`src/rtl/tcc_pkg.sv`:
```
// Package for the time-of-day and calendar counter.
// Holds the action codes, the clock state struct (also used for loads), the fixed
// constants and the month length table. No dependencies.
package tcc_pkg;

  localparam logic [30:0] NS_PER_SECOND   = 31'd1000000000;
  localparam logic [29:0] TICK_MAX        = 30'd999999999;
  localparam logic [29:0] TICK_RESET      = 30'd10000000;
  localparam logic [17:0] SECONDS_PER_DAY = 18'd86400;
  localparam logic [3:0]  DAYS_PER_WEEK   = 4'd7;
  localparam logic [4:0]  MONTHS_PER_YEAR = 5'd12;

  typedef enum logic [1:0] {
    ACT_TICK  = 2'd0,
    ACT_LOAD  = 2'd1,
    ACT_READ  = 2'd2,
    ACT_SPARE = 2'd3
  } action_t;

  typedef struct packed {
    logic [29:0] nanoseconds;
    logic [16:0] seconds;
    logic [4:0]  day;
    logic [2:0]  weekday;
    logic [3:0]  month;
    logic [15:0] year;
  } clock_state_t;

  // Month length; months outside 1..12 count as 31 days.
  function automatic logic [4:0] month_len(input logic [3:0] month);
    logic [4:0] len;
    case (month)
      4'd2:                      len = 5'd28;
      4'd4, 4'd6, 4'd9, 4'd11:   len = 5'd30;
      default:                   len = 5'd31;
    endcase
    return len;
  endfunction

endpackage

```
`src/rtl/tcc_if.sv`:
```
// Channel interfaces of the time-of-day and calendar counter: load/action
// input, current-time result and tick-size configuration write.
// Depends on tcc_pkg.
interface tcc_in_if import tcc_pkg::*; ();
  logic        valid;
  logic        ready;
  logic [1:0]  action;
  logic [29:0] load_nanoseconds;
  logic [16:0] load_seconds;
  logic [4:0]  load_day;
  logic [2:0]  load_weekday;
  logic [3:0]  load_month;
  logic [15:0] load_year;

  modport source (output valid, action, load_nanoseconds, load_seconds, load_day,
                  load_weekday, load_month, load_year, input ready);
  modport sink (input valid, action, load_nanoseconds, load_seconds, load_day,
                load_weekday, load_month, load_year, output ready);
endinterface

interface tcc_out_if import tcc_pkg::*; ();
  logic        valid;
  logic        ready;
  logic [29:0] now_nanoseconds;
  logic [16:0] now_seconds;
  logic [4:0]  now_day;
  logic [2:0]  now_weekday;
  logic [3:0]  now_month;
  logic [15:0] now_year;

  modport source (output valid, now_nanoseconds, now_seconds, now_day, now_weekday,
                  now_month, now_year, input ready);
  modport sink (input valid, now_nanoseconds, now_seconds, now_day, now_weekday,
                now_month, now_year, output ready);
endinterface

interface tcc_cfg_if import tcc_pkg::*; ();
  logic        valid;
  logic        ready;
  logic [29:0] data;

  modport source (output valid, data, input ready);
  modport sink (input valid, data, output ready);
endinterface

```
`src/rtl/tcc_next.sv`:
```
// Next-state logic of the counter: tick with second, day, month and year
// carries, load of all fields, or hold for a read or the spare code.
// Depends on tcc_pkg.
module tcc_next import tcc_pkg::*; (
  input  clock_state_t cur,
  input  clock_state_t load,
  input  logic [1:0]   action,
  input  logic [29:0]  tick_ns,
  output clock_state_t nxt
);

  logic [29:0]  step;
  logic [30:0]  ns_sum;
  logic [30:0]  ns_wrap;
  logic         sec_carry;
  logic [17:0]  sec_inc;
  logic [17:0]  sec_wrap;
  logic         day_carry;
  logic [5:0]   day_inc;
  logic [3:0]   wd_inc;
  logic [3:0]   wd_wrap;
  logic         month_roll;
  logic [4:0]   month_inc;
  logic         year_roll;
  clock_state_t ticked;

  always_comb begin
    step      = (tick_ns > TICK_MAX) ? TICK_MAX : tick_ns;
    ns_sum    = {1'b0, cur.nanoseconds} + {1'b0, step};
    sec_carry = (ns_sum >= NS_PER_SECOND);
    ns_wrap   = sec_carry ? (ns_sum - NS_PER_SECOND) : ns_sum;

    sec_inc   = {1'b0, cur.seconds} + 18'd1;
    day_carry = sec_carry && (sec_inc >= SECONDS_PER_DAY);
    sec_wrap  = (sec_inc >= SECONDS_PER_DAY) ? (sec_inc - SECONDS_PER_DAY) : sec_inc;

    day_inc    = {1'b0, cur.day} + 6'd1;
    wd_inc     = {1'b0, cur.weekday} + 4'd1;
    wd_wrap    = (wd_inc > DAYS_PER_WEEK) ? (wd_inc - DAYS_PER_WEEK) : wd_inc;
    month_roll = (day_inc > {1'b0, month_len(cur.month)});
    month_inc  = {1'b0, cur.month} + 5'd1;
    year_roll  = month_roll && (month_inc > MONTHS_PER_YEAR);

    ticked             = cur;
    ticked.nanoseconds = ns_wrap[29:0];
    if (sec_carry) begin
      ticked.seconds = sec_wrap[16:0];
    end
    if (day_carry) begin
      ticked.day     = month_roll ? 5'd1 : day_inc[4:0];
      ticked.weekday = wd_wrap[2:0];
      if (month_roll) begin
        ticked.month = year_roll ? 4'd1 : month_inc[3:0];
      end
      if (year_roll) begin
        ticked.year = cur.year + 16'd1;
      end
    end

    case (action)
      ACT_TICK: nxt = ticked;
      ACT_LOAD: nxt = load;
      default:  nxt = cur;
    endcase
  end

endmodule

```
`src/rtl/tick_calendar_clock.sv`:
```
// Top level of the time-of-day and calendar counter.
// Depends on tcc_pkg, the interfaces in tcc_if and tcc_next.
//
// Usage:
//   in_if   - one item per transfer: action (tick, load, read) and the
//             load values, which matter only for a load.
//   out_if  - one result per accepted item: the time and date held after
//             that item.
//   cfg_if  - writes tick_ns, the nanoseconds added per tick; always ready.
//             Write it only while no result is pending.
// Latency: the result of an item is valid in the cycle after its transfer.
// Throughput: one item per cycle while out_if takes each result; the single tick
//   carry chain (nanosecond add, second, day, month, year) is combinational
//   and the clock registers themselves hold the result.
// Reset: the clock reads 0 ns, second 0, day 1, weekday 1, month 1,
//   year 0, and tick_ns is 10000000; no result is pending.
// Stall: while a result waits on out_if, in_if stays ready only if the
//   result is taken in the same cycle, so no item is lost or reordered.
module tick_calendar_clock import tcc_pkg::*; (
  input  logic      clk,
  input  logic      rst_n,
  tcc_in_if.sink    in_if,
  tcc_out_if.source out_if,
  tcc_cfg_if.sink   cfg_if
);

  clock_state_t state_r;
  clock_state_t state_nxt;
  clock_state_t load;
  logic         out_valid_r;
  logic [29:0]  tick_ns_r;
  logic         in_xfer;

  assign in_if.ready  = !out_valid_r || out_if.ready;
  assign in_xfer      = in_if.valid && in_if.ready;
  assign cfg_if.ready = 1'b1;

  assign load.nanoseconds = in_if.load_nanoseconds;
  assign load.seconds     = in_if.load_seconds;
  assign load.day         = in_if.load_day;
  assign load.weekday     = in_if.load_weekday;
  assign load.month       = in_if.load_month;
  assign load.year        = in_if.load_year;

  tcc_next u_next (
    .cur     (state_r),
    .load    (load),
    .action  (in_if.action),
    .tick_ns (tick_ns_r),
    .nxt     (state_nxt)
  );

  // The clock registers double as the result register: they change only
  // on an input transfer, which cannot happen while a result is stalled.
  always_ff @(posedge clk) begin
    if (!rst_n) begin
      state_r.nanoseconds <= '0;
      state_r.seconds     <= '0;
      state_r.day         <= 5'd1;
      state_r.weekday     <= 3'd1;
      state_r.month       <= 4'd1;
      state_r.year        <= '0;
      out_valid_r         <= 1'b0;
      tick_ns_r           <= TICK_RESET;
    end else begin
      if (in_xfer) begin
        state_r <= state_nxt;
      end
      if (in_xfer) begin
        out_valid_r <= 1'b1;
      end else if (out_if.ready) begin
        out_valid_r <= 1'b0;
      end
      if (cfg_if.valid) begin
        tick_ns_r <= cfg_if.data;
      end
    end
  end

  assign out_if.valid           = out_valid_r;
  assign out_if.now_nanoseconds = state_r.nanoseconds;
  assign out_if.now_seconds     = state_r.seconds;
  assign out_if.now_day         = state_r.day;
  assign out_if.now_weekday     = state_r.weekday;
  assign out_if.now_month       = state_r.month;
  assign out_if.now_year        = state_r.year;

endmodule
```
`src/flat_wrapper.sv`:
```
// flat-port wrapper written by rule: the top's interface ports become plain ports
module tick_calendar_clock_flat import tcc_pkg::*;
  (clk, rst_n, in_if_valid, in_if_action, in_if_load_nanoseconds, in_if_load_seconds, in_if_load_day, in_if_load_weekday, in_if_load_month, in_if_load_year, in_if_ready, out_if_valid, out_if_now_nanoseconds, out_if_now_seconds, out_if_now_day, out_if_now_weekday, out_if_now_month, out_if_now_year, out_if_ready, cfg_if_valid, cfg_if_data, cfg_if_ready);
  tcc_in_if in_if_i ();
  tcc_out_if out_if_i ();
  tcc_cfg_if cfg_if_i ();
  input  logic clk;
  input  logic rst_n;
  input wire logic [$bits(in_if_i.valid)-1:0] in_if_valid;
  input wire logic [$bits(in_if_i.action)-1:0] in_if_action;
  input wire logic [$bits(in_if_i.load_nanoseconds)-1:0] in_if_load_nanoseconds;
  input wire logic [$bits(in_if_i.load_seconds)-1:0] in_if_load_seconds;
  input wire logic [$bits(in_if_i.load_day)-1:0] in_if_load_day;
  input wire logic [$bits(in_if_i.load_weekday)-1:0] in_if_load_weekday;
  input wire logic [$bits(in_if_i.load_month)-1:0] in_if_load_month;
  input wire logic [$bits(in_if_i.load_year)-1:0] in_if_load_year;
  output wire logic [$bits(in_if_i.ready)-1:0] in_if_ready;
  output wire logic [$bits(out_if_i.valid)-1:0] out_if_valid;
  output wire logic [$bits(out_if_i.now_nanoseconds)-1:0] out_if_now_nanoseconds;
  output wire logic [$bits(out_if_i.now_seconds)-1:0] out_if_now_seconds;
  output wire logic [$bits(out_if_i.now_day)-1:0] out_if_now_day;
  output wire logic [$bits(out_if_i.now_weekday)-1:0] out_if_now_weekday;
  output wire logic [$bits(out_if_i.now_month)-1:0] out_if_now_month;
  output wire logic [$bits(out_if_i.now_year)-1:0] out_if_now_year;
  input wire logic [$bits(out_if_i.ready)-1:0] out_if_ready;
  input wire logic [$bits(cfg_if_i.valid)-1:0] cfg_if_valid;
  input wire logic [$bits(cfg_if_i.data)-1:0] cfg_if_data;
  output wire logic [$bits(cfg_if_i.ready)-1:0] cfg_if_ready;
  assign in_if_i.valid = in_if_valid;
  assign in_if_i.action = in_if_action;
  assign in_if_i.load_nanoseconds = in_if_load_nanoseconds;
  assign in_if_i.load_seconds = in_if_load_seconds;
  assign in_if_i.load_day = in_if_load_day;
  assign in_if_i.load_weekday = in_if_load_weekday;
  assign in_if_i.load_month = in_if_load_month;
  assign in_if_i.load_year = in_if_load_year;
  assign in_if_ready = in_if_i.ready;
  assign out_if_valid = out_if_i.valid;
  assign out_if_now_nanoseconds = out_if_i.now_nanoseconds;
  assign out_if_now_seconds = out_if_i.now_seconds;
  assign out_if_now_day = out_if_i.now_day;
  assign out_if_now_weekday = out_if_i.now_weekday;
  assign out_if_now_month = out_if_i.now_month;
  assign out_if_now_year = out_if_i.now_year;
  assign out_if_i.ready = out_if_ready;
  assign cfg_if_i.valid = cfg_if_valid;
  assign cfg_if_i.data = cfg_if_data;
  assign cfg_if_ready = cfg_if_i.ready;
  tick_calendar_clock u_core (.clk(clk), .rst_n(rst_n), .in_if(in_if_i), .out_if(out_if_i), .cfg_if(cfg_if_i));
endmodule
```
`config.mk`:
```
export PLATFORM = sky130hd
export DESIGN_NAME = tick_calendar_clock_flat
export DESIGN_NICKNAME = d
export VERILOG_FILES = /design/src/rtl/tcc_pkg.sv /design/src/rtl/tcc_if.sv /design/src/rtl/tcc_next.sv /design/src/rtl/tick_calendar_clock.sv /design/src/flat_wrapper.sv
export SDC_FILE = /design/constraint.sdc
export NUM_CORES = 1
export LEC_CHECK = 0
export BUFFER_PORTS_ARGS = -buffer_cell sky130_fd_sc_hd__buf_2
export CORE_MARGIN = 4
export CORE_UTILIZATION = 51
export CTS_CLUSTER_DIAMETER = 150
export DETAILED_ROUTE_END_ITERATION = 10
export PLACE_DENSITY_LB_ADDON = 0.12
export SLEW_MARGIN = 20
export SYNTH_ARGS = -nofsm -noshare
export SYNTH_HDL_FRONTEND = slang
export SYNTH_SLANG_ARGS = --single-unit
```
`constraint.sdc`:
```
create_clock -name clk -period 5.6 [get_ports clk]
set_clock_uncertainty 0.15 [all_clocks]
set_input_delay 1.68 -clock clk [delete_from_list [all_inputs] [get_ports clk]]
set_output_delay 1.68 -clock clk [all_outputs]
set_load 0.03 [all_outputs]
```
==> impl_metrics.ini <==
[status]
status = completed

[clock_network]
cts_root_buf = clkbuf_16
cts_hold_buf = 0
cts_buffers = 9
ctsHtreeMaxLevel = 3
clock_path_buffers = 2
clk_pin_slew_ns = 0.07
cts_tree = built
cts_sinks = 106
clkLatencyLatePin_ns = 0.37

[finish]
drive_above_1_share_pct = 26.7
final_util_pct = 63.5
multiInputGateArea_um2 = 6730
seq_area_um2 = 2120
area_growth_pct = 21.9
fin_nets = 1515
antennaDiodeCount = 0
fillCellCount = 1570

[global_routing]
grt_pass1_wl_um = 47000
gr-total-overflow = 0
grt_pass1_vias = 8995
grt_usage_pct = 28.7
antenna_found_initial = 3
grt_max_degree = 78

[logic_synthesis]
ys_types = 97
ys_warn_count = 0
yosys.area.top_type_share_pct = 23.6
async_flop_share_pct = 0
synth_edf_count = 0
synth_top_area_cell = dfxtp_1
synth_fp_nets = 1339
netlist_instances = 1182
synth_commonest_cells = 122 x nand2_1, 109 x nor2_1, 106 x dfxtp_1
synth-seq-area-share_pct = 23.6
yosysMostFrequentCell = nand2_1
synth_area_um2 = 9000
synthTopCellsByArea = dfxtp_1 24%, ha_1 6.1%, nand2_1 5.1%, a21oi_1 4.6%, mux2i_1 4.6%
avgSynthCellArea_um2 = 7.62
ys_ff_latch = 106
synthFlopType = dfxtp_1

[worst_setup_path]
r2r-start = u_core.tick_ns_r[18]
critPathBufInv = 3
crit_top_cell = buf_4
cp_max_fo = 9
crit_family = simple AND/OR/NAND/NOR gates
critical_path_required_ns = 5.73
cp_slowest_cell = or4_4
cp-end-kind = flop
path_cells = nand4bb_4 -> nor4b_4 -> a31oi_2 -> o21a_1 -> buf_4 -> or2_2 -> ha_2 -> a21o_4 -> a221o_2 -> a31o_4 -> xnor2_4 -> nand4_1 -> or2_1 -> or4_4 -> and4_4 -> o31ai_4 -> buf_4 -> buf_6 -> a21oi_1 -> a311oi_1
worstSetupPathType = reg -> reg
reg2reg_slack_ns = 0.16
setup.worst_path.start_class = flop
arrival_ns = 5.57
crit_start = u_core.tick_ns_r[18]
reg2reg_depth = 20
cp_num_cells = 20
r2r-end = u_core.out_if.now_seconds[1]
max_stage_delay_ns = 0.53
setup.worst_path.end = u_core.out_if.now_seconds[1]

[floorplanning]
core-area_um2 = 17300
num_io_pins = 190
die_y_um = 141
floorplan.initialDensity_pct = 52.0
die_area_um2 = 19800
die_x_um = 141
fp-row-count = 48

[route]
drc = 0
wl_per_cell_um = 18.8
ant_nets = 0
first_iter_violations = 578
num_vias = 9845
firstDrtPassIters = 5
drt_wl_total_um = 29900
vias_per_cell = 6.20

[pwr]
power_leakage_uw = 0.00470
power_uw = 2310
p_per_area_nw_per_um2 = 210
ir_worst_vdd_mv = 0.150

[sta]
min_period_ns = 5.44
fmax_ghz = 0.184
drv_slew = 0
finalCritPeriodShare_pct = 97.1
slew_headroom_pct = 36.7
setup_viol = 0
hold_viol = 0
tightestPinTransition_ns = 0.937
rsz0062_at_grt = yes

[placed_design]
hpwl_um = 21900
gp_routability_congestion = 0.920
io_buffers = 188

[worst_hold_path]
hold_path.class = reg -> reg
min_from = u_core.out_if.now_nanoseconds[4]

[run]
cap_violations = 0
==> area by class of cell <==
| cell class | count | share of cell area, % |
|---|---|---|
| clock inverters | 4 | 0.672 |
| flip-flops and latches | 106 | 19.3 |
| inverters | 23 | 0.786 |
| multi-input cells | 970 | 61.3 |
| clock buffers | 11 | 2.30 |
| repair buffers | 248 | 13.0 |
| well taps | 225 | 2.56 |
==> worst reg2reg max path, cell delays in order (launching register included) <==
cell and delay, ns:
dfxtp_2 0.34, nand4bb_4 0.23, nor4b_4 0.34, a31oi_2 0.17, o21a_1 0.17, buf_4 0.17
or2_2 0.28, ha_2 0.32, a21o_4 0.24, a221o_2 0.48, a31o_4 0.28, xnor2_4 0.20
nand4_1 0.13, or2_1 0.24, or4_4 0.53, and4_4 0.24, o31ai_4 0.30, buf_4 0.18
buf_6 0.12, a21oi_1 0.07, a311oi_1 0.20
==> cell families after synthesis <==
logic type	share of synthesized area, %
fa+ha+maj	6.45
flops	23.6
other cells	0.0417
xor+xnor	4.49
compound gates	30.4
mux	5.06
simple gates	25.1
buf+inv	4.82
==> worst min path at each step <==
| stage | end | slack, ns | depth (start not counted) |
|---|---|---|---|
| floorplan | u_core.tick_ns_r[23] | 0.31 | 2 |
| CTS | u_core.out_if.now_nanoseconds[4] | 0.34 | 2 |
| finish | u_core.out_if.now_nanoseconds[4] | 0.33 | 2 |
| detailed placement | u_core.out_if.now_nanoseconds[4] | 0.32 | 2 |
| global route | u_core.out_if.now_nanoseconds[4] | 0.36 | 2 |
| global placement | u_core.out_if.now_nanoseconds[3] | 0.32 | 2 |
==> sequential cells by signal, summed over array words and instances (netlist names) <==
register                       count
u_core.out_if.now_weekday          3
u_core.out_if.valid                1
u_core.out_if.now_day              5
u_core.out_if.now_year            16
u_core.out_if.now_month            4
u_core.out_if.now_seconds         17
u_core.tick_ns_r                  30
u_core.out_if.now_nanoseconds     30
==> where the power goes <==
part	switching, uW	internal [uW]
sequential	47.9	790
combinational	448	292
clock	317	416
==> through the flow <==
stage | instance area [um^2] | hold WS [ns] | setup TNS (ns) | std cells | setup slack (ns)
after global routing | 11000 | 0.364 | -0.206 | 1587 | -0.0717
after CTS | 10700 | 0.335 | 0 | 1577 | 0.0132
after detailed placement | 10300 | 0.324 | -1.61 | 1562 | -0.101
after floorplan | 9010 | 0.307 | 0 | 1182 | 0.0629
after global placement | 10300 | 0.319 | 0 | 1562 | 0.0493
final | 11000 | 0.332 | 0 | 1587 | 0.164
==> metal layers <==
metal | share of wire, % | vias to the layer above | wire [um] | global-route usage, %
li1 | - | 4805 | - | -
met1 | 45 | 4623 | 13400 | 39.4
met2 | 45 | 359 | 13500 | 45.5
met3 | 7.3 | 52 | 2180 | 5.29
met4 | 2.4 | 6 | 728 | 9.38
met5 | 0.10 | - | 31 | 0
==> placed cells by master, fill, tap and decap left out, types with 20 or more instances in the layout <==
cell      synthesis  layout
mux2i_1          41      41
dfxtp_1         106     105
inv_1            22      22
xnor2_1          28      28
buf_2            11     189
nor3_1           34      34
buf_4             4      55
ha_1             44      37
or2_2            23      22
nor2_1          109     107
nand3_1          48      48
o211ai_1         23      23
nand2_1         122     121
a21oi_1          83      83
and3_1           22      20
o21ai_0          62      60
==> timing repair <==
action,CTS,global route
endpoints found under the setup margin,36,66
resized for setup,6,45
buffers inserted,0,9
pin swaps,0,26
gates cloned,0,1
Note: power is estimated with default switching activity, not from simulation.
